==> config.mk <==
export PLATFORM = sky130hd
export DESIGN_NAME = circular_double_ended_queue
export DESIGN_NICKNAME = d
export VERILOG_FILES = /design/src/cdq_pkg.sv /design/src/cdq_ctrl.sv /design/src/cdq_datapath.sv /design/src/circular_double_ended_queue.sv
export SDC_FILE = /design/constraint.sdc
export NUM_CORES = 1
export LEC_CHECK = 0
export BUFFER_PORTS_ARGS = -buffer_cell sky130_fd_sc_hd__clkbuf_2
export CORE_ASPECT_RATIO = 1.5
export CORE_UTILIZATION = 45
export CTS_CLUSTER_DIAMETER = 50
export DETAILED_ROUTE_END_ITERATION = 8
export PLACE_DENSITY = 0.67
export SLEW_MARGIN = 10
export SYNTH_ARGS = -nofsm -noshare
export SYNTH_HDL_FRONTEND = slang
export SYNTH_SLANG_ARGS = --single-unit
==> constraint.sdc <==
create_clock -name aclk -period 6.4 [get_ports aclk]
set_input_delay 0.64 -clock aclk [delete_from_list [all_inputs] [get_ports aclk]]
set_output_delay 0.64 -clock aclk [all_outputs]
set_load 0.05 [all_outputs]
==> src/cdq_pkg.sv <==
// Shared types and constants for the circular double-ended queue.
`default_nettype none

package cdq_pkg;

    localparam int WORD_W      = 32;
    localparam int ACTION_W    = 3;
    localparam int SLOTS_W     = 5;
    localparam int S_TDATA_W   = 40;
    localparam int M_PAYLOAD_W = 99;
    localparam int M_TDATA_W   = 104;

    localparam logic [SLOTS_W-1:0] SLOTS_RESET = 5'd16;
    localparam logic [WORD_W-1:0]  NONE_WORD   = 32'hFFFF_FFFF;

    localparam logic [ACTION_W-1:0] ACT_PUSH_FRONT = 3'd0;
    localparam logic [ACTION_W-1:0] ACT_PUSH_REAR  = 3'd1;
    localparam logic [ACTION_W-1:0] ACT_POP_FRONT  = 3'd2;
    localparam logic [ACTION_W-1:0] ACT_POP_REAR   = 3'd3;
    localparam logic [ACTION_W-1:0] ACT_PEEK       = 3'd4;

    typedef enum logic [1:0] {
        ST_IDLE,
        ST_EXEC,
        ST_FETCH,
        ST_LOAD
    } cdq_state_t;

    // Commands from the controller to the datapath.
    typedef struct packed {
        logic load_item;
        logic exec;
        logic load_out;
    } cdq_cmd_t;

    // Status from the datapath to the controller.
    typedef struct packed {
        logic out_free;
    } cdq_status_t;

endpackage

`default_nettype wire

==> src/cdq_ctrl.sv <==
// Controller state machine that sequences one request through the datapath.
`default_nettype none

module cdq_ctrl
    import cdq_pkg::*;
(
    input  wire logic        aclk,
    input  wire logic        aresetn,
    input  wire logic        s_tvalid,
    output logic             s_tready,
    input  wire cdq_status_t status,
    output cdq_cmd_t         cmd
);

    cdq_state_t state_reg;
    cdq_state_t state_next;

    always_ff @(posedge aclk) begin
        if (!aresetn) begin
            state_reg <= ST_IDLE;
        end else begin
            state_reg <= state_next;
        end
    end

    always_comb begin
        state_next    = state_reg;
        s_tready      = 1'b0;
        cmd.load_item = 1'b0;
        cmd.exec      = 1'b0;
        cmd.load_out  = 1'b0;
        unique case (state_reg)
            ST_IDLE: begin
                s_tready = 1'b1;
                if (s_tvalid) begin
                    cmd.load_item = 1'b1;
                    state_next    = ST_EXEC;
                end
            end
            ST_EXEC: begin
                cmd.exec   = 1'b1;
                state_next = ST_FETCH;
            end
            // The store is read at the updated indices during this cycle.
            ST_FETCH: begin
                state_next = ST_LOAD;
            end
            ST_LOAD: begin
                if (status.out_free) begin
                    cmd.load_out = 1'b1;
                    state_next   = ST_IDLE;
                end
            end
            default: begin
                state_next = ST_IDLE;
            end
        endcase
    end

endmodule

`default_nettype wire

==> src/cdq_datapath.sv <==
// Datapath: slot store, head and tail indices, capacity register and result register.
`default_nettype none

module cdq_datapath
    import cdq_pkg::*;
#(
    parameter int MAX_SLOTS = 16
)
(
    input  wire logic                    aclk,
    input  wire logic                    aresetn,
    input  wire logic                    cfg_we,
    input  wire logic [SLOTS_W-1:0]      cfg_wdata,
    input  wire logic [S_TDATA_W-1:0]    s_tdata,
    output logic                         m_tvalid,
    input  wire logic                    m_tready,
    output logic [M_TDATA_W-1:0]         m_tdata,
    input  wire cdq_cmd_t                cmd,
    output cdq_status_t                  status
);

    localparam int AW   = $clog2(MAX_SLOTS);
    localparam int CMPW = (AW + 1 > SLOTS_W) ? AW + 1 : SLOTS_W;
    localparam logic [CMPW-1:0] MAX_C = CMPW'(MAX_SLOTS);

    logic [WORD_W-1:0] store_mem [MAX_SLOTS];

    logic [SLOTS_W-1:0]     slots_reg;
    logic [AW-1:0]          head_reg, head_next;
    logic [AW-1:0]          tail_reg, tail_next;
    logic                   empty_reg, empty_next;
    logic [ACTION_W-1:0]    action_reg;
    logic [WORD_W-1:0]      value_reg;
    logic                   accepted_reg, accepted_next;
    logic [WORD_W-1:0]      popped_reg, popped_next;
    logic [WORD_W-1:0]      rd_head_reg;
    logic [WORD_W-1:0]      rd_tail_reg;
    logic [M_PAYLOAD_W-1:0] out_reg;
    logic                   out_valid_reg;

    logic [CMPW-1:0] slots_ext;
    logic [AW-1:0]   last_idx;
    logic [AW-1:0]   head_inc, head_dec, tail_inc, tail_dec;
    logic            full;
    logic            wr_en;
    logic [AW-1:0]   wr_addr;

    // Highest index in use: the capacity clamped to one through MAX_SLOTS, minus one.
    assign slots_ext = CMPW'(slots_reg);
    always_comb begin
        if (slots_ext == '0) begin
            last_idx = '0;
        end else if (slots_ext > MAX_C) begin
            last_idx = AW'(MAX_C - CMPW'(1));
        end else begin
            last_idx = AW'(slots_ext - CMPW'(1));
        end
    end

    assign head_inc = (head_reg == last_idx) ? '0 : head_reg + AW'(1);
    assign head_dec = (head_reg == '0) ? last_idx : head_reg - AW'(1);
    assign tail_inc = (tail_reg == last_idx) ? '0 : tail_reg + AW'(1);
    assign tail_dec = (tail_reg == '0) ? last_idx : tail_reg - AW'(1);
    assign full     = !empty_reg && (tail_inc == head_reg);

    always_comb begin
        head_next     = head_reg;
        tail_next     = tail_reg;
        empty_next    = empty_reg;
        accepted_next = 1'b0;
        popped_next   = NONE_WORD;
        wr_en         = 1'b0;
        wr_addr       = '0;
        case (action_reg) inside
            ACT_PUSH_FRONT, ACT_PUSH_REAR: begin
                if (!full) begin
                    accepted_next = 1'b1;
                    wr_en         = 1'b1;
                    if (empty_reg) begin
                        head_next  = '0;
                        tail_next  = '0;
                        empty_next = 1'b0;
                        wr_addr    = '0;
                    end else if (action_reg == ACT_PUSH_FRONT) begin
                        head_next = head_dec;
                        wr_addr   = head_dec;
                    end else begin
                        tail_next = tail_inc;
                        wr_addr   = tail_inc;
                    end
                end
            end
            ACT_POP_FRONT, ACT_POP_REAR: begin
                if (!empty_reg) begin
                    accepted_next = 1'b1;
                    popped_next   = (action_reg == ACT_POP_FRONT) ? rd_head_reg : rd_tail_reg;
                    if (head_reg == tail_reg) begin
                        head_next  = '0;
                        tail_next  = '0;
                        empty_next = 1'b1;
                    end else if (action_reg == ACT_POP_FRONT) begin
                        head_next = head_inc;
                    end else begin
                        tail_next = tail_dec;
                    end
                end
            end
            ACT_PEEK: begin
                accepted_next = 1'b1;
            end
            default: begin
                accepted_next = 1'b0;
            end
        endcase
    end

    always_ff @(posedge aclk) begin
        if (!aresetn) begin
            slots_reg <= SLOTS_RESET;
            head_reg  <= '0;
            tail_reg  <= '0;
            empty_reg <= 1'b1;
        end else if (cfg_we) begin
            slots_reg <= cfg_wdata;
            head_reg  <= '0;
            tail_reg  <= '0;
            empty_reg <= 1'b1;
        end else if (cmd.exec) begin
            head_reg  <= head_next;
            tail_reg  <= tail_next;
            empty_reg <= empty_next;
        end
    end

    always_ff @(posedge aclk) begin
        if (cmd.load_item) begin
            action_reg <= s_tdata[ACTION_W-1:0];
            value_reg  <= s_tdata[ACTION_W +: WORD_W];
        end
        if (cmd.exec) begin
            accepted_reg <= accepted_next;
            popped_reg   <= popped_next;
        end
    end

    // The store is read every cycle at the current indices.
    always_ff @(posedge aclk) begin
        if (cmd.exec && wr_en) begin
            store_mem[wr_addr] <= value_reg;
        end
        rd_head_reg <= store_mem[head_reg];
        rd_tail_reg <= store_mem[tail_reg];
    end

    always_ff @(posedge aclk) begin
        if (cmd.load_out) begin
            out_reg <= {empty_reg ? NONE_WORD : rd_tail_reg,
                        empty_reg ? NONE_WORD : rd_head_reg,
                        full, empty_reg, popped_reg, accepted_reg};
        end
    end

    always_ff @(posedge aclk) begin
        if (!aresetn) begin
            out_valid_reg <= 1'b0;
        end else if (cmd.load_out) begin
            out_valid_reg <= 1'b1;
        end else if (m_tready) begin
            out_valid_reg <= 1'b0;
        end
    end

    assign status.out_free = !out_valid_reg || m_tready;
    assign m_tvalid        = out_valid_reg;
    assign m_tdata         = {(M_TDATA_W - M_PAYLOAD_W)'(0), out_reg};

endmodule

`default_nettype wire

==> src/circular_double_ended_queue.sv <==
// Top level of the circular double-ended queue.
`default_nettype none

// A deque of signed 32-bit words in a circular store of MAX_SLOTS entries, of
// which cfg_wdata (clamped to one through MAX_SLOTS) are used; any capacity write
// empties the deque. Each request is one action (push front, push rear, pop front,
// pop rear, peek) and yields one result with the acceptance flag, the popped word,
// the empty and full flags and the front and rear words. A request goes from
// acceptance to a loaded result in these steps, in order: accept it, update the
// indices and write the store, read the store at the new indices through its
// registered read ports, and load the result register. The load step repeats
// while the result register still holds an earlier result that has not been
// taken. The next request is accepted right after the load, even while that
// result still waits.
module circular_double_ended_queue
    import cdq_pkg::*;
#(
    parameter int MAX_SLOTS = 16
)
(
    input  wire logic                 aclk,
    input  wire logic                 aresetn,
    input  wire logic                 cfg_we,
    input  wire logic [SLOTS_W-1:0]   cfg_wdata,
    input  wire logic                 s_tvalid,
    output logic                      s_tready,
    // action [2:0], push_value [34:3], zeros above
    input  wire logic [S_TDATA_W-1:0] s_tdata,
    output logic                      m_tvalid,
    input  wire logic                 m_tready,
    // accepted [0], popped_value [32:1], is_empty [33], is_full [34],
    // front_word [66:35], rear_word [98:67], zeros above
    output logic [M_TDATA_W-1:0]      m_tdata
);

    cdq_cmd_t    cmd;
    cdq_status_t status;

    cdq_ctrl u_ctrl (
        .aclk     (aclk),
        .aresetn  (aresetn),
        .s_tvalid (s_tvalid),
        .s_tready (s_tready),
        .status   (status),
        .cmd      (cmd)
    );

    cdq_datapath #(
        .MAX_SLOTS (MAX_SLOTS)
    ) u_datapath (
        .aclk      (aclk),
        .aresetn   (aresetn),
        .cfg_we    (cfg_we),
        .cfg_wdata (cfg_wdata),
        .s_tdata   (s_tdata),
        .m_tvalid  (m_tvalid),
        .m_tready  (m_tready),
        .m_tdata   (m_tdata),
        .cmd       (cmd),
        .status    (status)
    );

endmodule

`default_nettype wire
Word level (Yosys, flattened, before mapping)
Memories as Yosys holds them, arrays and structs flattened. A register that Yosys moved wholly into a read port is not among the register bits.
Index checks and enable logic that the tools add are counted.

storage, ports and cells
  register bits = 184
  RAM bits = 512
  bits of input ports = 50
  output and inout bits = 106
  word-level logic and storage cells = 111
  memories kept = 1

memories
  name                  depth  bits a word  rd ports  clocked after memory_dff  write ports  RTL line            RTL
  u_datapath.store_mem  16     32           2         2                         1            cdq_datapath.sv:26  logic [WORD_W-1:0] store_mem [MAX_SLOTS];

cells by class
  $add $sub $neg = 5
  $lt $le $gt $ge = 1
  eq/ne operators = 18
  mux-type cells = 51
  bitwise operators = 2
  reduce and logical (&&, ||, !) cells = 21

operator list
  operator               count
  $mux W4                26
  $mux W32               1
  $mux W1                21
  $eq A4 B4 Y1           4
  $reduce_and A6 Y1      2
  $sub A4 B1 Y4 const B  3
  $add A4 B1 Y4 const B  2
  $logic_not A4 Y1       2
  $ne A2 B2 Y1 const B   4
  $pmux W2 S4            1
  $eq A3 B2 Y1 const B   2
  $reduce_or A2 Y1       3
  $gt A5 B5 Y1 const B   1
  $logic_not A5 Y1       1
  $eq A2 B2 Y1 const B   2
  $mux W2                2
  $reduce_bool A2 Y1     2
  $reduce_or A4 Y1       1
  $eq A3 B1 Y1 const B   1
  $eq A3 B3 Y1 const B   1
  $logic_not A3 Y1       1
  $ne A3 B1 Y1 const B   1
  $ne A3 B2 Y1 const B   1
  $ne A3 B3 Y1 const B   1
  9 further kinds        12

Depth between registers and ports, before layout
Gate-level depths: netlist of the first run.

  word-level depth = 12
  depth in mapped cells = 12
  depth with buffers taken out = 11

By module
Synthesis of the first run repeated with hierarchy kept, for this count alone.

unflattened totals
  cells, all modules = 1503
  area, all modules = 31764.2 µm²

modules (own cells, without submodules)
  module        instances  cells each  area an instance (µm²)  sequential area each (µm²)
  cdq_datapath  1          1485        31592.8                 21971.1
  cdq_ctrl      1          18          171.4                   40.0

Worst setup path before layout of the first run
Ideal clock, no wire load.

  kind = in2reg
  start = in m_tready
  end = reg u_datapath.out_reg[0], enable pin
  library setup time = 0.569 ns
  arrival time = 5.086 ns
  required time = 5.831 ns
  path slack = 0.744 ns
  stages on the path = 2
  buffers on the path = 0
  path through = nor2b_1 > nor2b_1

RTL lines
  element                 RTL line                           RTL
  start: declaration      circular_double_ended_queue.sv:30  input wire logic m_tready,
  end signal: assignment  cdq_datapath.sv:157                out_reg <= {empty_reg ? NONE_WORD : rd_tail_reg,
  end: declaration        cdq_datapath.sv:38                 logic [M_PAYLOAD_W-1:0] out_reg;

Worst setup path in the final report of the first run
  start = reg u_datapath.head_reg[1]
  end = mem u_datapath.store_mem[6][14], enable pin

between the ends
  longest elaborated chain between the ends = 7
  elaborated cells on any way between the ends = 14
  classes of those cells = add/sub (1); eq/ne (1); mux (9); reduce/logical (3)

ends and longest elaborated chain
  element                                                                RTL line             RTL
  start: declaration                                                     cdq_datapath.sv:29   logic [AW-1:0] head_reg, head_next;
  start signal: assignment                                               cdq_datapath.sv:129  head_reg <= head_next;
  parallel branches: the longest is 7 deep, another holds $sub A4 B1 Y4  --
  end: declaration                                                       cdq_datapath.sv:26

Parallel ways; which one is timed is not known.

==> results of run 1 <==
[layout make-up]
type / count / area [sq um] / area share, %
inverters: 17 / 63.8 / 0.177
clock inverters: 41 / 365 / 1.01
flip-flops and latches: 760 / 22000 / 61.1
clock buffers: 89 / 1940 / 5.38
repair buffers: 181 / 1020 / 2.83
well taps: 907 / 1130 / 3.15
multi-input cells: 632 / 9490 / 26.3
[through the flow]
stage	power [W]	hold slack [ns]	util, %	cells	area [sq um]
floorplan	0.00663	0.400	-	1514	31800
global placement	0.00697	0.402	48.1	2497	33700
detailed placement	0.00701	0.406	48.1	2497	33700
CTS	0.0112	0.159	51.4	2627	36000
global route	0.0115	0.167	51.4	2627	36000
finish	0.0111	0.187	51.4	2627	36000
[layer usage]
layer / wire length (microns) / part of all wire, %
met5: 0 / 0
met4: 1900 / 2.5
met3: 4530 / 6.1
met2: 39800 / 53
met1: 28600 / 38
[power groups by stage]
stage | Combinational (W) | Sequential (W) | Clock [W]
finish | 0.000753 | 0.00614 | 0.00422
global route | 0.000806 | 0.00617 | 0.00448
CTS | 0.000769 | 0.00614 | 0.00430
detailed placement | 0.000769 | 0.00624 | 0
global placement | 0.000752 | 0.00622 | 0
floorplan | 0.000425 | 0.00621 | 0
[critical path, cell delays in order, from the launching register on]
cell	delay (ns)
dfxtp_4	0.82
buf_4	0.76
nor2_1	0.13
o211ai_1	0.22
o21ai_0	0.14
nand2_1	0.12
o21ai_0	0.23
nand3b_1	0.50
nor2_4	0.94
buf_4	0.41
[layout by cell type (no fill, tap or decap), drive strengths merged, types with 3 or more instances in the layout]
master / instances
bufinv: 5
clkinvlp: 4
dfxtp: 81
o211ai: 5
mux4: 320
edfxtp: 679
conb: 5
nand3b: 4
nor2: 23
and2: 3
or2: 66
nand2: 35
xor2: 8
ha: 9
o32ai: 3
clkbuf: 234
nand3: 5
o21ai: 20
nor3: 7
clkinv: 29
xnor2: 8
nor2b: 15
inv: 20
nor3b: 6
a21oi: 12
mux2i: 11
buf: 36
a221o: 32
[worst min-delay path by stage]
stage	start	to	slack, ns
final	s_tdata[15]	u_datapath.value_reg[12]	0.19
after global routing	s_tdata[8]	u_datapath.value_reg[5]	0.17
after CTS	s_tdata[20]	u_datapath.value_reg[17]	0.16
after detailed placement	u_datapath.popped_reg[27]	u_datapath.out_reg[28]	0.41
after global placement	u_datapath.popped_reg[27]	u_datapath.out_reg[28]	0.40
after floorplan	u_datapath.accepted_reg	u_datapath.out_reg[0]	0.40
[cells by family after synthesis]
logic type / after synthesis
AO/OA/AOI/OAI: 92
XOR/XNOR: 16
adder cells (fa/ha/maj): 11
buffers and inverters: 122
flip-flops: 760
multiplexers: 331
other: 1
AND/OR/NAND/NOR: 177
==> results.toml, run 1 <==
[floorplanning]
die_height_microns = 328
ioPinCount = 156
fp.dieArea_sq_um = 71800
core_sq_um = 70100
initial_core_util_pct = 45.4
die_w_microns = 219
rows = 119

[global_route]
antenna_found_initial = 0
use_met1_pct = 27.4
top_usage_layer = "met2"
grt_pass1_wl_mm = 110
grt.overflow.total = 0
grt_util_met3_pct = 3.39
grt_max_degree = 117
track_usage_pct = 21.5
grt_pass1_vias = 17100
met2_usage_pct = 37.4

[synth]
synth_edf_count = 679
synth_xor_xnor_area_share_pct = 0.440
yosysMostFrequentCell = "edfxtp_1"
synth_common_cells = "edfxtp_1 (679), mux4_2 (320), dfxtp_1 (81), clkbuf_1 (78), or2_2 (64)"
synthTopCellsByArea = "edfxtp_1 (64%), mux4_2 (23%), dfxtp_1 (5.1%)"
yosysUniqueCellTypes = 58
synthSimpleGateAreaFrac_pct = 3.17
syn_area_sq_um = 31800
synthArstFlopShare_pct = 0
yosysSeqAreaShare_pct = 69.2
synth_top_cell_by_area = "edfxtp_1"
synth_top_area_share_pct = 64.1
synth_ff_type = "edfxtp_1"
synthMuxAreaShare_pct = 23.0
syn_inst = 1510
synth_fa_ha_area_share_pct = 0.417
ys.warnings.count = 0
synth_top_family_by_area = "multiplexers"
yosys_register_bits = 760
synth-compound-area-share_pct = 2.30
syn_area_per_cell_sq_um = 21.1

[hold_path]
holdCritPathClass = "primary input to register"
min_path_cells = 1

[sta]
finalHoldViolations = 0
layout_setup_ws_ns = 1.73
timing.fmax_mhz = 214
final.min_clock_period_ns = 4.67
finalMaxSlewViolations = 0
rsz0062_at_grt = "false"
skew_ns = 0.0163
slew-limit-headroom_pct = 20.1
post-route-period-util_pct = 72.9
setup-violations-final = 0
finalSetupTns_ns = 0
tightest_slew_ns = 1.20

[placed_design]
place_congestion = 0.877
hpwl_mm = 43.1
dp_slack_ns = 1.79
numPortBuffers = 145

[status]
status = "complete, no violations"

[final_layout]
layout-drive-gt1-share_pct = 41.5
nets = 1722
num_antenna_cells = 0
area_growth_pct = 13.2
largest_register_ffs = 512
nFillCells = 5507

[pwr]
p_int_w = 0.00846
pwr-share-seq_pct = 55.2
leakagePower_nw = 10.8
combinationalPowerShare_pct = 6.8
ir_worst_vdd_mv = 0.215
swShare_pct = 23.9
switching_power_w = 0.00265
cellPowerDensity_nw_per_um2 = 308
pwr-share-clk_pct = 38.0

[setup_path]
regToRegEndpoint = "u_datapath.store_mem[6][14]"
critPathKind = "register to register"
worstRegToRegCells = 9
crit_fanout = 50
worstSetupEndpoint = "u_datapath.store_mem[6][14]"
cp-startpoint = "u_datapath.head_reg[1]"
worstPathArrival_ns = 4.98
endpoint_kind = "register"
reg2reg_slack_ns = 1.73
worst_ep_required_time_ns = 6.71
startpoint_type = "register"
reg2reg_from = "u_datapath.head_reg[1]"

[clocking]
clockBufferDepth = 3
post-cts-setup-buffer-count = 0
post_cts_resized = 0
cts.clk_slew.worst_paths_ns = 0.07
cts_made_buffers = 71
tritoncts = "done"
ctsHoldBuffers = 0
insertion_delay_ns = 0.62
cts_sinks = 760
cts_max_level = 3
cts-root-buf = "clkbuf_16"

[drt]
wire_per_inst_microns = 28.5
first_pass_iters = 6
ant_nets = 0
drtIter0Drc = 1587
via_per_inst = 6.07
vias = 16000
drc = 0
drt-total-wl_mm = 74.8

[run]
max_cap_viol_count = 0
No activity file was read; power rests on OpenSTA's default activity.
==> run 2, diff against run 1 <==
==> constraint.sdc (replaced) <==
create_clock -name aclk -period 4.8 [get_ports aclk]
set_input_delay 0.48 -clock aclk [delete_from_list [all_inputs] [get_ports aclk]]
set_output_delay 0.48 -clock aclk [all_outputs]
set_load 0.05 [all_outputs]
==> results.toml, run 2 (synthesis results as in run 1) <==
[drt]
first_pass_iters = 5
ant_nets = 0
wire_per_inst_microns = 28.0
drt-total-wl_mm = 74.2
drtIter0Drc = 1679
vias = 16000
via_per_inst = 6.03
drc = 0

[final_layout]
layout-drive-gt1-share_pct = 41.9
area_growth_pct = 14.8
largest_register_ffs = 512
num_antenna_cells = 0
final_cells = 2650
layout_common_cells = "edfxtp_1 (679), mux4_2 (320), clkbuf_2 (145), clkbuf_16 (76), dfxtp_1 (74)"
nets = 1740
mostFrequentLayoutCell = "edfxtp_1"

[clocking]
cts.clk_slew.worst_paths_ns = 0.06
post-cts-setup-buffer-count = 0
tritoncts = "done"
cts-root-buf = "clkbuf_16"
insertion_delay_ns = 0.64
cts_max_level = 3
cts_sinks = 760
clockBufferDepth = 3
cts_made_buffers = 74

[placed_design]
dp.cells = 2504
place_congestion = 0.888
hpwl_mm = 41.8
numPortBuffers = 145

[floorplanning]
fp.dieArea_sq_um = 71800
core_sq_um = 70100
die_w_microns = 219
die_height_microns = 328
rows = 119
initial_core_util_pct = 45.4
ioPinCount = 156

[sta]
tightest_slew_ns = 1.14
skew_ns = 0.0272
final.min_clock_period_ns = 3.92
finalMaxSlewViolations = 0
post-route-period-util_pct = 81.7
setup-violations-final = 0
finalSetupTns_ns = 0
finalHoldViolations = 0
slew-limit-headroom_pct = 23.7
rsz0062_at_grt = "false"
timing.fmax_mhz = 255

[global_route]
grt_pass1_wl_mm = 110
antenna_found_initial = 3
track_usage_pct = 21.4
use_met1_pct = 27.2
met2_usage_pct = 37.3
top_usage_layer = "met2"
grt.overflow.total = 0
grt_pass1_vias = 17000
grt_util_met3_pct = 2.88
grt_max_degree = 73

[setup_path]
worstPathArrival_ns = 4.20
critPathKind = "register to register"
crit_chain = "inv_1, ha_1, nor3b_1, a21boi_2, nor3_1, or3_1, o21ai_1, o21ai_0, nand3b_1, nor2_4, buf_4"
startpoint_type = "register"
crit_fanout = 21
crit_slowest_cell = "nand3b_1"
max_stage_delay_ns = 0.48
worst_ep_required_time_ns = 5.07
endpoint_kind = "register"

[hold_path]
holdCritPathClass = "primary input to register"

[pwr]
cellPowerDensity_nw_per_um2 = 417
ir_worst_vdd_mv = 0.307
leakagePower_nw = 11.0

[run]
max_cap_viol_count = 0

[status]
status = "complete, no violations"
[run 2: changes by cell type in the layout (fill, tap and decap cells not counted), moves of 4 or more]
| cell | change |
|---|---|
| buf_12 | +10 |
| bufinv_16 | +4 |
| clkbuf_1 | +5 |
| clkbuf_8 | +4 |
| clkinv_1 | -5 |
| dlygate4sd3_1 | +8 |
[run 2: metal layers]
| metal | vias to the layer above | wire length, microns |
|---|---|---|
| li1 | 6731 | - |
| met1 | 8522 | 28300 |
| met2 | 606 | 39500 |
| met3 | 119 | 4480 |
| met4 | 0 | 1930 |
| met5 | - | 0 |
[run 2: worst max-delay path: cells and delay by family (launching register included)]
family	cells	cell delay, ns
AND/OR/NAND/NOR	5	1.58
AO/OA/AOI/OAI	3	0.89
buffers and inverters	2	0.53
flip-flops	1	0.35
adder cells (fa/ha/maj)	1	0.20
[run 2: power by group]
group	internal, W	total, W	switching (W)
logic	0.000332	0.00102	0.000688
registers	0.00780	0.00818	0.000382
clock network	0.00354	0.00605	0.00251
total	0.0117	0.0152	0.00358
[run 2: final timing paths]
check        slack [ns]                     start  cells past startpoint                          end
max                0.88   u_datapath.slots_ext[0]                     11  u_datapath.store_mem[7][16]
min                0.03               s_tdata[21]                      1     u_datapath.value_reg[18]
min reg2reg        0.42  u_datapath.popped_reg[8]                      0        u_datapath.out_reg[9]
max reg2reg        0.88   u_datapath.slots_ext[0]                     11  u_datapath.store_mem[7][16]
[run 2: repair_timing]
item / CTS / global route
hold endpoints to repair: 8 / 0
hold buffers: 8 / 0
resized for setup: 0 / 0
[run 2: per-stage QoR]
stage	utilization (%)	total power, W	worst slack, ns	hold slack, ns	cell area [sq um]
detailed placement	48.4	0.00936	0.946	0.406	33900
floorplan	-	0.00884	0.459	0.400	31800
CTS	52.1	0.0154	0.910	0.0000381	36500
global placement	48.4	0.00930	1.03	0.403	33900
finish	52.1	0.0152	0.876	0.0301	36500
global route	52.1	0.0157	0.580	0.0197	36500
[run 2: area by class of cell]
| type | count | area (sq um) |
|---|---|---|
| clock buffers | 100 | 2060 |
| clock inverters | 38 | 477 |
| fillers | 5421 | 33600 |
| inverters | 17 | 63.8 |
| multi-input cells | 632 | 9490 |
| flip-flops and latches | 760 | 22000 |
| well taps | 907 | 1130 |
| repair buffers | 196 | 1280 |
==> run 3, diff against run 2 <==
--- a/config.mk
+++ b/config.mk
@@ -5,12 +5,13 @@
 export SDC_FILE = /design/constraint.sdc
 export NUM_CORES = 1
 export LEC_CHECK = 0
+export ABC_AREA = 1
 export BUFFER_PORTS_ARGS = -buffer_cell sky130_fd_sc_hd__clkbuf_2
 export CORE_ASPECT_RATIO = 1.5
 export CORE_UTILIZATION = 45
 export CTS_CLUSTER_DIAMETER = 50
 export DETAILED_ROUTE_END_ITERATION = 8
-export PLACE_DENSITY = 0.67
+export PLACE_DENSITY = 0.69
 export SLEW_MARGIN = 10
 export SYNTH_ARGS = -nofsm -noshare
 export SYNTH_HDL_FRONTEND = slang
==> constraint.sdc (replaced) <==
create_clock -name aclk -period 3.5 [get_ports aclk]
set_input_delay 0.35 -clock aclk [delete_from_list [all_inputs] [get_ports aclk]]
set_output_delay 0.35 -clock aclk [all_outputs]
set_load 0.05 [all_outputs]
==> results.toml, run 3 <==
[setup_path]
critPathKind = "register to register"
worst_ep_required_time_ns = 3.77
cp-startpoint = "u_datapath.slots_ext[0]"
endpoint_kind = "register"
reg2reg_from = "u_datapath.slots_ext[0]"
worstRegToRegCells = 19
regToRegEndpoint = "u_datapath.store_mem[2][11]"
worstPathArrival_ns = 3.32
worstSetupEndpoint = "u_datapath.store_mem[2][11]"
reg2reg_slack_ns = 0.44
startpoint_type = "register"
crit_fanout = 17

[final_layout]
utilization_pct = 52.0
largest_register_ffs = 512
layout_common_cells = "edfxtp_1 (679), o21ai_0 (610), nand2_1 (330), a21oi_1 (315), inv_1 (236)"
area_growth_pct = 14.5
layout-drive-gt1-share_pct = 13.4
nets = 3294
mostFrequentLayoutCell = "edfxtp_1"
fin_area_sq_um = 38200

[global_route]
grt.overflow.total = 0
antenna_found_initial = 4
grt_pass1_wl_mm = 133
grt_pass1_vias = 23000
track_usage_pct = 23.1
grt_max_degree = 262

[floorplanning]
initial_core_util_pct = 45.4
ioPinCount = 156
core_sq_um = 73600
fp.dieArea_sq_um = 75300
die_w_microns = 224
die_height_microns = 336
rows = 122

[synth]
yosys_register_bits = 760
syn_area_per_cell_sq_um = 10.7
ys.warnings.count = 0
syn_inst = 3131
syn_area_sq_um = 33400
synth_ff_type = "edfxtp_1"
synth_edf_count = 679
yosysMostFrequentCell = "edfxtp_1"
yosysUniqueCellTypes = 42
synthTopCellsByArea = "edfxtp_1 (61%), o21ai_0 (9.1%), dfxtp_1 (4.9%)"
synth_top_cell_by_area = "edfxtp_1"
yosysSeqAreaShare_pct = 65.9
synth_top_area_share_pct = 61.0
synthArstFlopShare_pct = 0
synth_common_cells = "edfxtp_1 (679), o21ai_0 (610), nand2_1 (330), a21oi_1 (316), nor2_1 (247)"

[sta]
slew-limit-headroom_pct = 25.7
rsz0062_at_grt = "false"
finalMaxSlewViolations = 0
skew_ns = 0.0282
final.min_clock_period_ns = 3.06
finalHoldViolations = 0
whs_ns = 0.0291
setup-violations-final = 0
timing.fmax_mhz = 327
post-route-period-util_pct = 87.3
tightest_slew_ns = 1.12

[drt]
wire_per_inst_microns = 20.6
via_per_inst = 5.71
drtIter0Drc = 2763
drt-total-wl_mm = 88.2
first_pass_iters = 6
drc = 0
vias = 24400
ant_nets = 0

[clocking]
cts_sinks = 760
cts.clk_slew.worst_paths_ns = 0.06
insertion_delay_ns = 0.62
clockBufferDepth = 3
cts_made_buffers = 69
cts_max_level = 3
cts-root-buf = "clkbuf_16"
post-cts-setup-buffer-count = 0
tritoncts = "done"

[pwr]
ir_worst_vdd_mv = 0.275
leakagePower_nw = 13.0
p_total_w = 0.0219
cellPowerDensity_nw_per_um2 = 573

[placed_design]
numPortBuffers = 145
place_congestion = 0.887
placed_cell_area_sq_um = 35400
hpwl_mm = 52.0

[hold_path]
holdCritPathClass = "primary input to register"

[status]
status = "complete, no violations"

[run]
max_cap_viol_count = 0
==> run 3: power by group <==
part	switching, W	total (W)	internal [W]
Clock	0.00336	0.00818	0.00482
Combinational	0.00185	0.00253	0.000680
Sequential	0.000519	0.0112	0.0107
Total	0.00573	0.0219	0.0162
==> run 3: how the worst min path moves through the flow <==
stage	slack [ns]	start	cells after the start	to
floorplan	0.40	u_datapath.accepted_reg	0	u_datapath.out_reg[0]
CTS	0.01	cfg_wdata[4]	3	u_datapath.slots_ext[4]
global placement	0.40	u_datapath.popped_reg[9]	0	u_datapath.out_reg[10]
finish	0.03	cfg_wdata[4]	3	u_datapath.slots_ext[4]
global route	0.05	cfg_wdata[4]	3	u_datapath.slots_ext[4]
detailed placement	0.40	u_datapath.popped_reg[31]	0	u_datapath.out_reg[32]
==> run 3: layout make-up <==
cell class                 count  area (sq um)
antenna                        1          2.50
multi-input combinational   1893          9720
clock inverter                44           579
tap                          992          1240
timing repair buffer         262          1820
clock buffer                  83          1900
inverter                     249           938
fill                        6336         35300
sequential                   760         22000
==> run 3: per-stage QoR <==
step / setup slack (ns) / instances / setup TNS, ns
after floorplan: -0.492 / 3135 / -77.07
after global placement: 0.471 / 4120 / 0
after detailed placement: 0.433 / 4120 / 0
after CTS: 0.433 / 4283 / 0
after global routing: 0.196 / 4283 / 0
final: 0.444 / 4284 / 0
==> run 3: cell families after synthesis <==
logic type | after synthesis | synth area share [%]
compound gates | 1106 | 18.1
simple gates | 763 | 9.77
flops | 760 | 65.9
buf+inv | 482 | 5.51
xor+xnor | 10 | 0.318
fa+ha+maj | 9 | 0.337
other cells | 1 | 0.0112
==> run 3: layer usage <==
layer	up-vias	wire (microns)	GRT usage, %
met5	-	13	0
met4	2	2820	9.58
met3	189	7440	2.88
met2	1200	44600	40.0
met1	11700	33300	29.2
li1	11400	-	-
==> run 3: what timing repair did <==
action	in CTS	in global routing
hold endpoints to repair	36	0
hold buffers	36	0
gates resized for setup	0	0
==> run 3: critical path, cell delays in order (launching register included) <==
cell,delay (ns)
dfxtp_1,0.30
inv_1,0.12
ha_1,0.24
nand2_1,0.08
nand2_2,0.13
nand3_2,0.09
nand2_2,0.12
nand2_2,0.05
nand2_1,0.07
inv_2,0.04
nand2_4,0.13
nand2_2,0.08
nand2_1,0.06
nand2_1,0.10
nor2_4,0.15
nand3_4,0.15
nand2_2,0.15
o21ai_1,0.17
nor2_4,0.14
buf_4,0.34
